`src/hdl/i2cm_pkg.sv`:
```
// Package: phase codes, actions, status codes and defaults for the I2C master engine.
package i2cm_pkg;

    localparam int COUNT_WIDTH_DEFAULT = 16;
    localparam logic [15:0] DEFAULT_HALF = 16'd5;
    localparam logic [7:0] DEFAULT_RECOVERY = 8'd9;

    typedef enum logic [4:0] {
        PH_IDLE, PH_PROBE, PH_RLO, PH_RHI,
        PH_RSTOP_A, PH_RSTOP_B, PH_RSTOP_C,
        PH_START_A, PH_START_B, PH_START_C,
        PH_WBIT_A, PH_WBIT_B, PH_WBIT_C,
        PH_WACK_A, PH_WACK_B, PH_WACK_C,
        PH_RBIT_A, PH_RBIT_B, PH_RBIT_C,
        PH_RACK_A, PH_RACK_B, PH_RACK_C,
        PH_FSTOP_A, PH_FSTOP_B, PH_FSTOP_C,
        PH_WAIT_BYTE
    } phase_t;

    typedef enum logic [1:0] {
        ACT_TICK  = 2'd0,
        ACT_BEGIN = 2'd1,
        ACT_WBYTE = 2'd2,
        ACT_NOP   = 2'd3
    } action_t;

    localparam logic [1:0] ST_OK      = 2'd0;
    localparam logic [1:0] ST_NACK    = 2'd1;
    localparam logic [1:0] ST_INVALID = 2'd2;
    localparam logic [1:0] ST_REFUSED = 2'd3;

    localparam logic [0:0] CFG_HALF     = 1'b0;
    localparam logic [0:0] CFG_RECOVERY = 1'b1;

    typedef struct packed {
        logic       scl_out;
        logic       sda_out;
        logic       read_valid;
        logic [7:0] read_byte;
        logic       read_last;
        logic       need_byte;
        logic       busy_res;
        logic       done_res;
        logic [1:0] status;
    } result_t;

endpackage

```
`src/hdl/i2cm_core.sv`:
```
// Core: engine state machine; one input transaction per cycle while step is high, one result per transaction.
module i2cm_core #(
    parameter int COUNT_WIDTH = i2cm_pkg::COUNT_WIDTH_DEFAULT
) (
    input  logic                   clk,
    input  logic                   rst_n,
    input  logic                   step,
    input  logic [1:0]             action,
    input  logic                   sda_in,
    input  logic                   scl_in,
    input  logic [7:0]             target_address,
    input  logic [COUNT_WIDTH-1:0] first_write_count,
    input  logic [COUNT_WIDTH-1:0] second_write_count,
    input  logic [COUNT_WIDTH-1:0] read_count,
    input  logic [7:0]             write_byte,
    input  logic [15:0]            half_ticks,
    input  logic [7:0]             recovery_max,
    output i2cm_pkg::result_t      result
);

    i2cm_pkg::phase_t phase_reg, phase_next;
    logic [15:0] htc_reg, htc_next;
    logic [3:0] bitc_reg, bitc_next;
    logic [7:0] shift_reg, shift_next;
    logic [COUNT_WIDTH-1:0] fw_reg, fw_next, sw_reg, sw_next, rd_reg, rd_next;
    logic [7:0] pulses_reg, pulses_next;
    logic [6:0] addr_reg, addr_next;
    logic [7:0] hold_reg, hold_next;
    logic full_reg, full_next;
    logic scl_reg, scl_next, sda_reg, sda_next;
    logic [1:0] rstat_reg, rstat_next;
    logic reading_reg, reading_next;

    // Combinational work fields
    logic ev_valid, ev_last, ev_done;
    logic [7:0] ev_byte;
    logic [1:0] st;
    i2cm_pkg::phase_t tgt;
    logic go;
    logic [7:0] tb;
    logic take;
    logic [15:0] hsel, hcnt;
    logic [7:0] rsel, pinc;
    logic [3:0] binc;

    always_ff @(posedge clk or negedge rst_n)
    begin
        if (!rst_n)
        begin
            phase_reg   <= i2cm_pkg::PH_IDLE;
            htc_reg     <= '0;
            bitc_reg    <= '0;
            shift_reg   <= '0;
            fw_reg      <= '0;
            sw_reg      <= '0;
            rd_reg      <= '0;
            pulses_reg  <= '0;
            addr_reg    <= '0;
            full_reg    <= 1'b0;
            scl_reg     <= 1'b1;
            sda_reg     <= 1'b1;
            rstat_reg   <= '0;
            reading_reg <= 1'b0;
        end
        else if (step)
        begin
            phase_reg   <= phase_next;
            htc_reg     <= htc_next;
            bitc_reg    <= bitc_next;
            shift_reg   <= shift_next;
            fw_reg      <= fw_next;
            sw_reg      <= sw_next;
            rd_reg      <= rd_next;
            pulses_reg  <= pulses_next;
            addr_reg    <= addr_next;
            full_reg    <= full_next;
            scl_reg     <= scl_next;
            sda_reg     <= sda_next;
            rstat_reg   <= rstat_next;
            reading_reg <= reading_next;
        end
    end

    always_ff @(posedge clk)
    begin
        if (step)
        begin
            hold_reg <= hold_next;
        end
    end

    always_comb
    begin
        phase_next   = phase_reg;
        htc_next     = htc_reg;
        bitc_next    = bitc_reg;
        shift_next   = shift_reg;
        fw_next      = fw_reg;
        sw_next      = sw_reg;
        rd_next      = rd_reg;
        pulses_next  = pulses_reg;
        addr_next    = addr_reg;
        hold_next    = hold_reg;
        full_next    = full_reg;
        rstat_next   = rstat_reg;
        reading_next = reading_reg;
        ev_valid = 1'b0;
        ev_last  = 1'b0;
        ev_done  = 1'b0;
        ev_byte  = '0;
        st       = i2cm_pkg::ST_OK;
        go       = 1'b0;
        tgt      = phase_reg;
        take     = 1'b0;
        tb       = write_byte;
        hsel = (half_ticks == 16'd0) ? i2cm_pkg::DEFAULT_HALF : half_ticks;
        rsel = (recovery_max == 8'd0) ? i2cm_pkg::DEFAULT_RECOVERY : recovery_max;
        hcnt = htc_reg + 16'd1;
        pinc = pulses_reg + 8'd1;
        binc = bitc_reg + 4'd1;

        case (action)
            i2cm_pkg::ACT_TICK:
            begin
                if (phase_reg != i2cm_pkg::PH_IDLE && phase_reg != i2cm_pkg::PH_WAIT_BYTE)
                begin
                    htc_next = hcnt;
                    if (hcnt >= hsel)
                    begin
                        unique case (phase_reg)
                            i2cm_pkg::PH_PROBE:
                            begin
                                pulses_next = '0;
                                go = 1'b1;
                                tgt = (sda_in && scl_in) ? i2cm_pkg::PH_START_A
                                                         : i2cm_pkg::PH_RLO;
                            end
                            i2cm_pkg::PH_RLO:
                            begin
                                go = 1'b1;
                                tgt = i2cm_pkg::PH_RHI;
                            end
                            i2cm_pkg::PH_RHI:
                            begin
                                pulses_next = pinc;
                                go = 1'b1;
                                tgt = (sda_in || pinc >= rsel) ? i2cm_pkg::PH_RSTOP_A
                                                              : i2cm_pkg::PH_RLO;
                            end
                            i2cm_pkg::PH_RSTOP_C:
                            begin
                                go = 1'b1;
                                tgt = i2cm_pkg::PH_START_A;
                            end
                            i2cm_pkg::PH_START_C:
                            begin
                                reading_next = (fw_reg == '0 && sw_reg == '0);
                                shift_next = {addr_reg, (fw_reg == '0 && sw_reg == '0)};
                                bitc_next = '0;
                                go = 1'b1;
                                tgt = i2cm_pkg::PH_WBIT_A;
                            end
                            i2cm_pkg::PH_WBIT_C:
                            begin
                                shift_next = {shift_reg[6:0], 1'b0};
                                bitc_next = binc;
                                go = 1'b1;
                                tgt = (binc >= 4'd8) ? i2cm_pkg::PH_WACK_A
                                                     : i2cm_pkg::PH_WBIT_A;
                            end
                            i2cm_pkg::PH_WACK_B:
                            begin
                                shift_next = {7'd0, sda_in};
                                go = 1'b1;
                                tgt = i2cm_pkg::PH_WACK_C;
                            end
                            i2cm_pkg::PH_WACK_C:
                            begin
                                go = 1'b1;
                                if (shift_reg[0])
                                begin
                                    rstat_next = i2cm_pkg::ST_NACK;
                                    tgt = i2cm_pkg::PH_FSTOP_A;
                                end
                                else if (reading_reg)
                                begin
                                    bitc_next = '0;
                                    shift_next = '0;
                                    tgt = (rd_reg != '0) ? i2cm_pkg::PH_RBIT_A
                                                         : i2cm_pkg::PH_FSTOP_A;
                                end
                                else if (fw_reg != '0 || sw_reg != '0)
                                begin
                                    if (full_reg)
                                    begin
                                        full_next = 1'b0;
                                        take = 1'b1;
                                        tb = hold_reg;
                                    end
                                    else
                                    begin
                                        go = 1'b0;
                                        phase_next = i2cm_pkg::PH_WAIT_BYTE;
                                    end
                                end
                                else if (rd_reg != '0)
                                begin
                                    tgt = i2cm_pkg::PH_START_A;
                                end
                                else
                                begin
                                    tgt = i2cm_pkg::PH_FSTOP_A;
                                end
                            end
                            i2cm_pkg::PH_RBIT_B:
                            begin
                                shift_next = {shift_reg[6:0], sda_in};
                                go = 1'b1;
                                tgt = i2cm_pkg::PH_RBIT_C;
                            end
                            i2cm_pkg::PH_RBIT_C:
                            begin
                                bitc_next = binc;
                                go = 1'b1;
                                if (binc < 4'd8)
                                begin
                                    tgt = i2cm_pkg::PH_RBIT_A;
                                end
                                else
                                begin
                                    ev_valid = 1'b1;
                                    ev_byte = shift_reg;
                                    ev_last = (rd_reg <= COUNT_WIDTH'(1));
                                    if (rd_reg != '0)
                                    begin
                                        rd_next = rd_reg - COUNT_WIDTH'(1);
                                    end
                                    tgt = i2cm_pkg::PH_RACK_A;
                                end
                            end
                            i2cm_pkg::PH_RACK_C:
                            begin
                                go = 1'b1;
                                if (rd_reg != '0)
                                begin
                                    bitc_next = '0;
                                    shift_next = '0;
                                    tgt = i2cm_pkg::PH_RBIT_A;
                                end
                                else
                                begin
                                    tgt = i2cm_pkg::PH_FSTOP_A;
                                end
                            end
                            i2cm_pkg::PH_FSTOP_C:
                            begin
                                phase_next = i2cm_pkg::PH_IDLE;
                                htc_next = '0;
                                full_next = 1'b0;
                                ev_done = 1'b1;
                            end
                            default:
                            begin
                                go = 1'b1;
                                tgt = i2cm_pkg::phase_t'(phase_reg + 5'd1);
                            end
                        endcase
                    end
                end
                if (ev_done)
                begin
                    st = rstat_reg;
                end
            end
            i2cm_pkg::ACT_BEGIN:
            begin
                if (phase_reg != i2cm_pkg::PH_IDLE)
                begin
                    st = i2cm_pkg::ST_REFUSED;
                end
                else if (target_address[7] || (first_write_count == '0
                         && second_write_count == '0 && read_count == '0))
                begin
                    rstat_next = i2cm_pkg::ST_INVALID;
                    full_next = 1'b0;
                    ev_done = 1'b1;
                    st = i2cm_pkg::ST_INVALID;
                end
                else
                begin
                    addr_next = target_address[6:0];
                    fw_next = first_write_count;
                    sw_next = second_write_count;
                    rd_next = read_count;
                    reading_next = 1'b0;
                    rstat_next = i2cm_pkg::ST_OK;
                    pulses_next = '0;
                    bitc_next = '0;
                    shift_next = '0;
                    go = 1'b1;
                    tgt = i2cm_pkg::PH_PROBE;
                end
            end
            i2cm_pkg::ACT_WBYTE:
            begin
                if (phase_reg == i2cm_pkg::PH_WAIT_BYTE)
                begin
                    take = 1'b1;
                end
                else
                begin
                    hold_next = write_byte;
                    full_next = 1'b1;
                end
            end
            default:
            begin
            end
        endcase

        // Loading a write byte: count down the active phase and start bit 7.
        if (take)
        begin
            if (fw_reg != '0)
            begin
                fw_next = fw_reg - COUNT_WIDTH'(1);
            end
            else if (sw_reg != '0)
            begin
                sw_next = sw_reg - COUNT_WIDTH'(1);
            end
            shift_next = tb;
            bitc_next = '0;
            go = 1'b1;
            tgt = i2cm_pkg::PH_WBIT_A;
        end

        // Entering a phase sets the line drive for its half period.
        scl_next = scl_reg;
        sda_next = sda_reg;
        if (go)
        begin
            phase_next = tgt;
            htc_next = '0;
            case (tgt)
                i2cm_pkg::PH_PROBE, i2cm_pkg::PH_START_A:
                begin
                    scl_next = 1'b1;
                    sda_next = 1'b1;
                end
                i2cm_pkg::PH_RLO: scl_next = 1'b0;
                i2cm_pkg::PH_RSTOP_A, i2cm_pkg::PH_FSTOP_A, i2cm_pkg::PH_START_B:
                    sda_next = 1'b0;
                i2cm_pkg::PH_RSTOP_C, i2cm_pkg::PH_FSTOP_C, i2cm_pkg::PH_WACK_A,
                i2cm_pkg::PH_RBIT_A:
                    sda_next = 1'b1;
                i2cm_pkg::PH_WBIT_A: sda_next = shift_next[7];
                i2cm_pkg::PH_RACK_A: sda_next = (rd_next == '0);
                i2cm_pkg::PH_START_C, i2cm_pkg::PH_WBIT_C, i2cm_pkg::PH_WACK_C,
                i2cm_pkg::PH_RBIT_C, i2cm_pkg::PH_RACK_C:
                    scl_next = 1'b0;
                default: scl_next = 1'b1;
            endcase
        end

        result.scl_out    = scl_next;
        result.sda_out    = sda_next;
        result.read_valid = ev_valid;
        result.read_byte  = ev_byte;
        result.read_last  = ev_valid & ev_last;
        result.need_byte  = (phase_next == i2cm_pkg::PH_WAIT_BYTE);
        result.busy_res   = (phase_next != i2cm_pkg::PH_IDLE);
        result.done_res   = ev_done;
        result.status     = st;
    end

    assert property (@(posedge clk) disable iff (!rst_n)
        (phase_reg == i2cm_pkg::PH_IDLE) |-> (scl_reg && sda_reg))
        else $error("lines not released while idle");
    assert property (@(posedge clk) disable iff (!rst_n)
        bitc_reg <= 4'd8)
        else $error("bit counter overrun");
    assert property (@(posedge clk) disable iff (!rst_n)
        (step && phase_reg == i2cm_pkg::PH_WAIT_BYTE && action == i2cm_pkg::ACT_TICK)
        |=> (phase_reg == i2cm_pkg::PH_WAIT_BYTE))
        else $error("left byte wait on a tick");

endmodule

```
`src/hdl/i2cm_out_buf.sv`:
```
// Output buffer: two-entry skid register for result transactions.
module i2cm_out_buf (
    input  logic              clk,
    input  logic              rst_n,
    input  logic              in_valid,
    output logic              in_ready,
    input  i2cm_pkg::result_t in_data,
    output logic              out_valid,
    input  logic              out_ready,
    output i2cm_pkg::result_t out_data
);

    i2cm_pkg::result_t main_reg, skid_reg;
    logic main_v_reg, skid_v_reg;

    assign in_ready  = !skid_v_reg;
    assign out_valid = main_v_reg;
    assign out_data  = main_reg;

    always_ff @(posedge clk or negedge rst_n)
    begin
        if (!rst_n)
        begin
            main_v_reg <= 1'b0;
            skid_v_reg <= 1'b0;
        end
        else
        begin
            if (!main_v_reg || out_ready)
            begin
                main_v_reg <= skid_v_reg || in_valid;
                skid_v_reg <= 1'b0;
            end
            else if (in_valid && in_ready)
            begin
                skid_v_reg <= 1'b1;
            end
        end
    end

    always_ff @(posedge clk)
    begin
        if (!main_v_reg || out_ready)
        begin
            main_reg <= skid_v_reg ? skid_reg : in_data;
        end
        else if (in_valid && in_ready)
        begin
            skid_reg <= in_data;
        end
    end

    assert property (@(posedge clk) disable iff (!rst_n)
        skid_v_reg |-> main_v_reg)
        else $error("skid full with main empty");

endmodule

```
`src/hdl/i2c_master_transfer_engine.sv`:
```
// Top level: I2C master transfer engine with config registers and result buffer.
//
//  channel  | handshake                | payload
//  ---------+--------------------------+-------------------------------------------
//  input    | in_valid / in_ready      | action, sda_in, scl_in, target_address,
//           |                          | counts, write_byte
//  result   | out_valid / out_ready    | scl_out .. status
//  config   | cfg_we (no wait)         | cfg_index, cfg_data
//
// One input transaction per clock while in_ready is high; its result is registered
// in the result buffer. The engine state machine updates in the accepting cycle.
// Reset: asynchronous, active low; lines released, engine idle, registers 5/9.
// Stalls: a two-entry result buffer keeps in_ready high until two results wait.
module i2c_master_transfer_engine #(
    parameter int COUNT_WIDTH = i2cm_pkg::COUNT_WIDTH_DEFAULT
) (
    input  logic                   clk,
    input  logic                   rst_n,
    input  logic                   in_valid,
    output logic                   in_ready,
    input  logic [1:0]             action,
    input  logic                   sda_in,
    input  logic                   scl_in,
    input  logic [7:0]             target_address,
    input  logic [COUNT_WIDTH-1:0] first_write_count,
    input  logic [COUNT_WIDTH-1:0] second_write_count,
    input  logic [COUNT_WIDTH-1:0] read_count,
    input  logic [7:0]             write_byte,
    output logic                   out_valid,
    input  logic                   out_ready,
    output logic                   scl_out,
    output logic                   sda_out,
    output logic                   read_valid,
    output logic [7:0]             read_byte,
    output logic                   read_last,
    output logic                   need_byte,
    output logic                   busy_res,
    output logic                   done_res,
    output logic [1:0]             status,
    input  logic                   cfg_we,
    input  logic [0:0]             cfg_index,
    input  logic [15:0]            cfg_data
);

    logic [15:0] half_reg;
    logic [7:0] recov_reg;
    logic step;
    i2cm_pkg::result_t res, res_out;

    // Configuration registers
    always_ff @(posedge clk or negedge rst_n)
    begin
        if (!rst_n)
        begin
            half_reg  <= i2cm_pkg::DEFAULT_HALF;
            recov_reg <= i2cm_pkg::DEFAULT_RECOVERY;
        end
        else if (cfg_we)
        begin
            unique case (cfg_index)
                i2cm_pkg::CFG_HALF:     half_reg  <= cfg_data;
                i2cm_pkg::CFG_RECOVERY: recov_reg <= cfg_data[7:0];
                default: ;
            endcase
        end
    end

    assign step = in_valid && in_ready;

    i2cm_core #(.COUNT_WIDTH(COUNT_WIDTH)) u_core (
        .clk                (clk),
        .rst_n              (rst_n),
        .step               (step),
        .action             (action),
        .sda_in             (sda_in),
        .scl_in             (scl_in),
        .target_address     (target_address),
        .first_write_count  (first_write_count),
        .second_write_count (second_write_count),
        .read_count         (read_count),
        .write_byte         (write_byte),
        .half_ticks         (half_reg),
        .recovery_max       (recov_reg),
        .result             (res)
    );

    i2cm_out_buf u_buf (
        .clk       (clk),
        .rst_n     (rst_n),
        .in_valid  (in_valid),
        .in_ready  (in_ready),
        .in_data   (res),
        .out_valid (out_valid),
        .out_ready (out_ready),
        .out_data  (res_out)
    );

    assign scl_out    = res_out.scl_out;
    assign sda_out    = res_out.sda_out;
    assign read_valid = res_out.read_valid;
    assign read_byte  = res_out.read_byte;
    assign read_last  = res_out.read_last;
    assign need_byte  = res_out.need_byte;
    assign busy_res   = res_out.busy_res;
    assign done_res   = res_out.done_res;
    assign status     = res_out.status;

    assert property (@(posedge clk) disable iff (!rst_n)
        (out_valid && read_last) |-> read_valid)
        else $error("read_last without read_valid");
    assert property (@(posedge clk) disable iff (!rst_n)
        (out_valid && need_byte) |-> busy_res)
        else $error("byte wait while not busy");

endmodule

```
`config.mk`:
```
export PLATFORM = sky130hd
export DESIGN_NAME = i2c_master_transfer_engine
export DESIGN_NICKNAME = d
export VERILOG_FILES = /design/src/hdl/i2cm_pkg.sv /design/src/hdl/i2cm_core.sv /design/src/hdl/i2cm_out_buf.sv /design/src/hdl/i2c_master_transfer_engine.sv
export SDC_FILE = /design/constraint.sdc
export NUM_CORES = 1
export LEC_CHECK = 0
export BUFFER_PORTS_ARGS = -buffer_cell sky130_fd_sc_hd__buf_2
export CAP_MARGIN = 10
export CORE_ASPECT_RATIO = 0.7
export CORE_MARGIN = 2
export CORE_UTILIZATION = 50
export CTS_CLUSTER_DIAMETER = 50
export DETAILED_ROUTE_END_ITERATION = 6
export PLACE_DENSITY_LB_ADDON = 0.2
export SLEW_MARGIN = 20
export SYNTH_ARGS = -nofsm -noshare
export SYNTH_HDL_FRONTEND = slang
export SYNTH_SLANG_ARGS = --single-unit
```
`constraint.sdc`:
```
create_clock -name clk -period 5.6 [get_ports clk]
set_input_delay 0.84 -clock clk [delete_from_list [all_inputs] [get_ports clk]]
set_output_delay 0.84 -clock clk [all_outputs]
set_load 0.05 [all_outputs]
```
* Word level (Yosys, flattened, before mapping)
Cells that the tools add are included.
Widths: inputs -> output; s select.
** Operators by class
- Add/sub/neg operators :: 7
- Order comparisons :: 5
- Eq/ne operators :: 57
- Mux-type cells :: 159
- Bitwise logic cells :: 6
- Reduce and logical (&&, ||, !) cells :: 51
** Operators with widths (number)
- $mux 16 :: 24
- $mux 8 :: 26
- $logic_not 16->1 :: 7
- $mux 5 :: 17
- $eq 5x5->1 const B :: 12
- $pmux 5 s12 :: 1
- $eq 5x4->1 const B :: 10
- $mux 1 :: 49
- $pmux 8 s2 :: 3
- $pmux 8 s6 :: 1
- $reduce_bool 16->1 :: 3
- $sub 16x1->16 const B :: 3
- $mux 4 :: 8
- $pmux 16 s2 :: 1
- $reduce_and 7->1 :: 3
- $eq 5x3->1 const B :: 4
- $pmux 5 s2 :: 2
- $reduce_and 10->1 :: 2
- $mux 2 :: 9
- $mux 17 :: 1
- $add 16x1->16 const B :: 1
- $ge 16x16->1 :: 1
- $le 16x1->1 const B :: 1
- $pmux 4 s4 :: 1
- other kinds (45) :: 95
** Word-level totals
- Bits in registers :: 170
- Bits of input ports :: 90
- Output and inout port bits :: 19
- Logic and storage cells :: 324

* Depth between registers and ports, before layout
Gate-level depths: netlist of run 1.
- Word-level depth :: 15
- Depth in mapped cells :: 23
- Mapped depth without buffers :: 20

* By module
From an unflattened synthesis of run 1, not the netlist that was laid out.
** Second synthesis, totals
- Cells, all modules :: 1242
- Area, all modules :: 11245.8 um^2
** Modules (own cells, without submodules)
- i2cm_core :: instances 1, cells an instance 1128, area each 8912.3 um^2
- i2cm_out_buf :: instances 1, cells an instance 61, area each 1377.6 um^2
- i2c_master_transfer_engine :: instances 1, cells an instance 53, area each 955.9 um^2

* Least setup slack after synthesis of run 1
Ideal clock, no wire load.
- Kind :: register -> register
- Start :: register u_core.htc_reg[0]
- End :: register u_buf.main_reg, in the netlist u_buf.out_data[16] (data pin)
- Library setup time :: 0.260 ns
- Data arrival time :: 4.545 ns
- Data required time :: 5.340 ns
- Path slack :: 0.794 ns
- Stages on the path, launching flop included :: 22
- Path buffers :: 2
- Period minus slack after synthesis :: 4.806 ns
- Cell sequence :: dfrtp_1 > nand3_1 > nor2_1 > and3_1 > and3_1 > and3_1 > and3_1 > xor2_1 > ha_1 > a21o_1 > a21o_1 > a21oi_1 > clkbuf_1 > a21oi_1 > o31a_1 > and2_4 > buf_6 > or3_1 > o21ai_0 > o21ai_1 > mux2_2 > mux2_4
** RTL lines
- from (decl) :: line i2cm_core.sv:22 : logic [15:0] htc_reg, htc_next;
- from (signal assigned) :: line i2cm_core.sv:68 : htc_reg <= htc_next;
- to (signal assigned) :: line i2cm_out_buf.sv:45 : main_reg <= skid_v_reg ? skid_reg : in_data;
- to (decl) :: line i2cm_out_buf.sv:13 : i2cm_pkg::result_t main_reg, skid_reg;

==> flow_summary.yaml, run 1 <==
worst_setup_path:
  required_ns: 5.79
  reg2regPathDepth: 20
  arrival_ns: 5.45
  startpoint_type: "flip-flop"
  end_kind: "flip-flop"
  critPathKind: "reg2reg"
  critPathMaxStageDelay_ns: 0.44
  cp_max_fo: 12
  slowest_stage: "a211oi_1"
  rr_startpoint: "u_core.htc_reg[2]"
  path_cells: "nand2_1 -> nor2_2 -> and3_1 -> and3_1 -> and3_1 -> and3_1 -> nand3_1 -> xnor2_1 -> ha_1 -> nand4_1 -> a21oi_1 -> o21ai_4 -> a211oi_1 -> o22ai_4 -> or2_1 -> nor2_1 -> o21ai_0 -> nand4_1 -> mux2_2 -> mux2_4"
  crit_top_cell: "and3_1"
  timing.rr.end: "u_buf.out_data[16]"
  reg2reg_slack_ns: 0.34
global_routing:
  grt_usage: 0.285
  grt_antenna_before_repair: 0
  grt_overflow: 0
  grt_pass1_vias: 9331
  grt_max_degree: 78
  grt_pass1_wl_mm: 52.3
logic_synthesis:
  synth_area_sq_um: 11000
  synth_top_area_frac: 0.278
  yosysSeqAreaShare: 0.407
  ys_types: 98
  yosysMostFrequentCell: "nand2_1"
  ys_warn_count: 0
  syn_avg_cell_area_sq_um: 8.85
  syn_nets: 1370
  syn_inst: 1242
  synth-edff-count: 42
  synth_ff_type: "dfrtp_1"
  async_flop_share: 0.753
  synth_top_cell_by_area: "dfrtp_1"
  ys_ff_latch: 170
  synth_common_cells: "nand2_1 (138), dfrtp_1 (122), o21ai_0 (117)"
  synth.area.top_cells: "dfrtp_1 (28%), edfxtp_1 (11%), o21ai_0 (5.3%), nand2_1 (4.7%), ha_1 (4.3%)"
timing:
  setup_viol: 0
  holdWs_ns: 0.420
  layout_min_cycle_time_ns: 5.26
  fmax_mhz: 190
  fin_skew_ns: 0.0127
  maxSlewViolCount: 0
  tightest_slew_ns: 1.01
  finalSetupTns_ns: 0
  finalHoldViolCount: 0
  post-route-period-util: 0.940
  rsz0062_at_grt: "false"
  slew_headroom: 0.320
power:
  leakagePower_nw: 5.35
  power_density_nw_per_um2: 268
  peakVddDrop_v: 0.000216
  p_total_w: 0.00337
floorplanning:
  dieArea_sq_um: 23200
  die_h_microns: 128
  die_w_microns: 181
  io_pins: 109
  rows: 45
  start_util: 0.508
  core_sq_um: 21600
clock_tree:
  cts.sinks: 170
  clk_latency_ns: 0.44
  clockBufferDepth: 2
  ctsRootBufferMaster: "clkbuf_16"
  htree_levels: 4
  cts_tree: "done"
  cts_buffers: 17
  clkTransAtPathRegs_ns: 0.06
drt:
  vias: 10244
  finalWirelength_mm: 32.1
  drt_iter0_drc: 1273
  wl_per_cell_microns: 19.6
  via_per_inst: 6.26
  drt_pass1_iterations: 6
  post-route-drc-count: 0
  drtAntennaViolNets: 0
run:
  max_cap_viol_count: 0
place:
  globalplace.congestion: 1.03
  portBuffers: 108
  dp_hpwl_mm: 23.5
layout:
  diodes: 0
  finalCoreUtilization: 0.582
  finish.net_count: 1469
  final_layout_size_suffix_gt1_frac: 0.187
  area_growth_pct: 14.4
outcome:
  outcome: "complete, no violations"
min_path:
  hold_class: "in2async"
==> through the flow <==
stage	worst slack, ns	cells	area (sq um)
2_1_floorplan	0.794	1242	11000
3_3_place_gp	0.334	1602	11900
3_5_place_dp	0.148	1602	11900
4_1_cts	0.130	1634	12500
5_1_grt	0.0180	1636	12600
6_report	0.338	1636	12600
==> layout by cell type, fill, tap and decap left out, types with 29 or more instances in the layout <==
master and count:
o21ai_0 114, nor4_1 29, nand2_1 138, a21oi_1 85, ha_1 38, nor2_1 108, dfrtp_1 122, mux2_2 32
edfxtp_1 42, and3_1 29, buf_4 34, nand3_1 33, inv_1 55, buf_2 107, nor3_1 30
==> metal layers <==
metal | global-route usage | wire, microns
met1 | 0.448 | 15800
met2 | 0.394 | 12900
met3 | 0.0622 | 2890
met4 | 0.0684 | 507
met5 | 0 | 0
==> cell type report <==
class / instances / area, sq um
flip-flops and latches: 170 / 4470
multi-input cells: 953 / 6090
clock inverters: 11 / 194
repair buffers: 142 / 802
well taps: 282 / 353
inverters: 57 / 214
fillers: 1911 / 9040
clock buffers: 21 / 450
==> worst max path at each step <==
stage	startpoint	endpoint	cells past startpoint
after floorplan	u_core.htc_reg[0]	u_buf.out_data[16]	21
after global placement	u_core.htc_reg[0]	u_buf.out_data[15]	19
after detailed placement	u_core.htc_reg[2]	u_buf.out_data[15]	20
after CTS	u_core.htc_reg[0]	u_buf.out_data[15]	20
after global routing	u_core.htc_reg[2]	u_buf.out_data[16]	20
final	u_core.htc_reg[2]	u_buf.out_data[16]	20
==> cells by family after synthesis <==
| logic type | count (synthesis) | share of synthesized area |
|---|---|---|
| xor+xnor | 25 | 0.0199 |
| fa+ha+maj | 38 | 0.0433 |
| mux | 42 | 0.0438 |
| simple gates | 471 | 0.217 |
| buf+inv | 119 | 0.0450 |
| flops | 170 | 0.407 |
| compound gates | 377 | 0.224 |
==> where the power goes <==
part | leakage [nW] | switching [W] | internal [W]
logic | 2.99 | 0.000373 | 0.000219
registers | 2.06 | 0.000100 | 0.00137
clock network | 0.300 | 0.000506 | 0.000804
==> worst max-delay path: cells and delay by family (launching register included) <==
family | cells | cell delay, ns
AO/OA/AOI/OAI | 5 | 1.21
flip-flops | 1 | 0.43
multiplexers | 2 | 0.61
XOR/XNOR | 1 | 0.17
AND/OR/NAND/NOR | 11 | 2.28
adder cells (fa/ha/maj) | 1 | 0.31
==> repair_timing <==
action                     in CTS  in global routing
hold buffers                    0                  0
hold endpoints to repair        0                  0
setup endpoints to repair       0                 18
resized for setup               0                 13
buffers inserted                0                  2
Note: power is estimated with default switching activity, not from simulation.
==> run 2, diff against run 1 <==
--- a/config.mk
+++ b/config.mk
@@ -7,9 +7,11 @@
 export LEC_CHECK = 0
 export BUFFER_PORTS_ARGS = -buffer_cell sky130_fd_sc_hd__buf_2
 export CAP_MARGIN = 10
+export CELL_PAD_IN_SITES_DETAIL_PLACEMENT = 1
+export CELL_PAD_IN_SITES_GLOBAL_PLACEMENT = 1
 export CORE_ASPECT_RATIO = 0.7
 export CORE_MARGIN = 2
-export CORE_UTILIZATION = 50
+export CORE_UTILIZATION = 46
 export CTS_CLUSTER_DIAMETER = 50
 export DETAILED_ROUTE_END_ITERATION = 6
 export PLACE_DENSITY_LB_ADDON = 0.2
==> run 2 against run 1 <==
  * Non-clock buffer count fell by 1
  * Worst setup slack improved by 0.0020 ns
  * Final cell count rose by 2.2%
  * Routed wire length rose by 15%
  * First-iteration DRC count fell by 25%
  * Sequential cell count did not move
  * Highest routed layer is now met5
  * Utilization fell by 4.8 points
  * Global-route usage rose by 1.4 points
==> flow_summary.yaml, run 2 (synthesis results as in run 1) <==
worst_setup_path:
  path_cells: "ha_1 -> nand3_1 -> nor2_2 -> and3_1 -> and3_1 -> xor2_1 -> ha_1 -> and3_1 -> a221oi_1 -> nand2_1 -> o21ai_4 -> nand2_1 -> o21ai_2 -> and2_4 -> mux2i_1 -> a221oi_2 -> a21oi_1 -> mux2_4 -> mux2_2"
  end_kind: "flip-flop"
  critPathKind: "reg2reg"
  cp_max_fo: 12
  required_ns: 5.78
  critPathMaxStageDelay_ns: 0.44
  slowest_stage: "dfrtp_1"
  crit_top_cell: "and3_1"
  startpoint_type: "flip-flop"
  arrival_ns: 5.44
place:
  globalplace.congestion: 0.972
  dp_hpwl_mm: 26.9
  portBuffers: 108
timing:
  rsz0062_at_grt: "false"
  tightest_slew_ns: 1.08
  layout_min_cycle_time_ns: 5.26
  finalSetupTns_ns: 0
  post-route-period-util: 0.939
  slew_headroom: 0.279
  maxSlewViolCount: 0
  fin_skew_ns: 0.0115
  setup_viol: 0
  finalHoldViolCount: 0
  fmax_mhz: 190
min_path:
  hold_class: "in2async"
layout:
  final_cell_mix: "nand2_1 (138), dfrtp_1 (122), o21ai_0 (115)"
  finish.net_count: 1468
  area_growth_pct: 14.6
  nFillCells: 2798
  final_layout_size_suffix_gt1_frac: 0.187
  layout_commonest_cell: "nand2_1"
clock_tree:
  ctsRootBufferMaster: "clkbuf_16"
  clockBufferDepth: 2
  cts_tree: "done"
  cts.sinks: 170
  htree_levels: 4
  clkTransAtPathRegs_ns: 0.07
  hold_buffers: 0
  clk_latency_ns: 0.44
  cts_buffers: 17
drt:
  wl_per_cell_microns: 22.0
  routed.top_layer: "met5"
  wl_met2_mm: 15.7
  drtAntennaViolNets: 0
  vias: 10441
  wl_met3_mm: 2.74
  wl_met1_mm: 17.9
  drt_iter0_drc: 950
  drt_pass1_iterations: 6
  finalWirelength_mm: 36.9
  post-route-drc-count: 0
  via_per_inst: 6.24
outcome:
  outcome: "complete, no violations"
global_routing:
  grt_usage: 0.299
  grt_pass1_wl_mm: 59.3
  grt_max_degree: 94
  grt_pass1_vias: 10495
  grt_overflow: 0
  grt_antenna_before_repair: 1
power:
  power_density_nw_per_um2: 265
  peakVddDrop_v: 0.000201
  p_total_w: 0.00333
  leakagePower_nw: 5.33
floorplanning:
  io_pins: 109
  die_w_microns: 189
  die_h_microns: 133
  dieArea_sq_um: 25200
  core_sq_um: 23600
  start_util: 0.466
  rows: 47
run:
  max_cap_viol_count: 0
==> run 2: cell types whose count changed in the layout (fill, tap and decap cells not counted), moves of 2 or more <==
cell / change
a21oi_1: -2
clkinv_4: +4
clkinvlp_4: -3
a21oi_2: +2
bufinv_16: -2
==> run 2: repair_timing <==
action	4_1_cts	5_1_grt
setup endpoints to repair	0	33
setup buffers	0	0
gates resized for setup	0	15
==> run 2: worst max-delay path, delay by kind of cell (launching register included) <==
family / cells / cell delay, ns
and+or+nand+nor: 8 / 1.77
xor gates and xnor gates: 1 / 0.19
AOI/OAI and AO/OA: 5 / 1.35
adders and majority gates: 2 / 0.54
DFF: 1 / 0.44
muxes: 3 / 0.69
==> run 2: through the flow <==
stage	instance area (sq um)	std cells	util	hold slack (ns)	worst slack (ns)
floorplan	11000	1242	-	0.458	0.794
global placement	11900	1639	0.505	0.486	0.292
detailed placement	11900	1639	0.505	0.499	0.159
CTS	12500	1671	0.531	0.503	0.0579
global route	12600	1671	0.534	0.527	0.0513
finish	12600	1672	0.534	0.506	0.340
==> run 2: layout make-up <==
type / count / area [sq um] / share of cell area
diodes: 1 / 2.50 / 0.000199
clock buffers: 22 / 454 / 0.0361
clock inverters: 10 / 145 / 0.0115
inverters: 57 / 214 / 0.0170
multi-input cells: 953 / 6110 / 0.485
flip-flops and latches: 170 / 4470 / 0.355
well taps: 318 / 398 / 0.0316
repair buffers: 141 / 795 / 0.0631
==> run 2: where the power goes <==
part | switching, W | internal (W)
combinational | 0.000398 | 0.000220
clock | 0.000519 | 0.000717
sequential | 0.000105 | 0.00137
total | 0.00102 | 0.00231
==> run 2: layer usage <==
| layer | vias up | GRT usage |
|---|---|---|
| met2 | 410 | 0.426 |
| met5 | - | 0.0212 |
| met3 | 36 | 0.0732 |
| met4 | 2 | 0.0677 |
| li1 | 4814 | - |
| met1 | 5179 | 0.452 |
==> run 2: worst paths after layout <==
| kind | to | slack, ns | startpoint | cells after the start |
|---|---|---|---|---|
| min in group clk | u_core.bitc_reg[2] | 0.51 | u_core.bitc_reg[2] | 1 |
| max in group asynchronous | u_core.scl_reg | 3.97 | rst_n | 2 |
| worst min-delay path | half_reg[9] | 0.51 | rst_n | 1 |
| worst max register to register | u_buf.out_data[15] | 0.34 | u_core.htc_reg[0] | 19 |
| worst min register to register | u_core.bitc_reg[2] | 0.51 | u_core.bitc_reg[2] | 1 |
| worst max-delay path | u_buf.out_data[15] | 0.34 | u_core.htc_reg[0] | 19 |
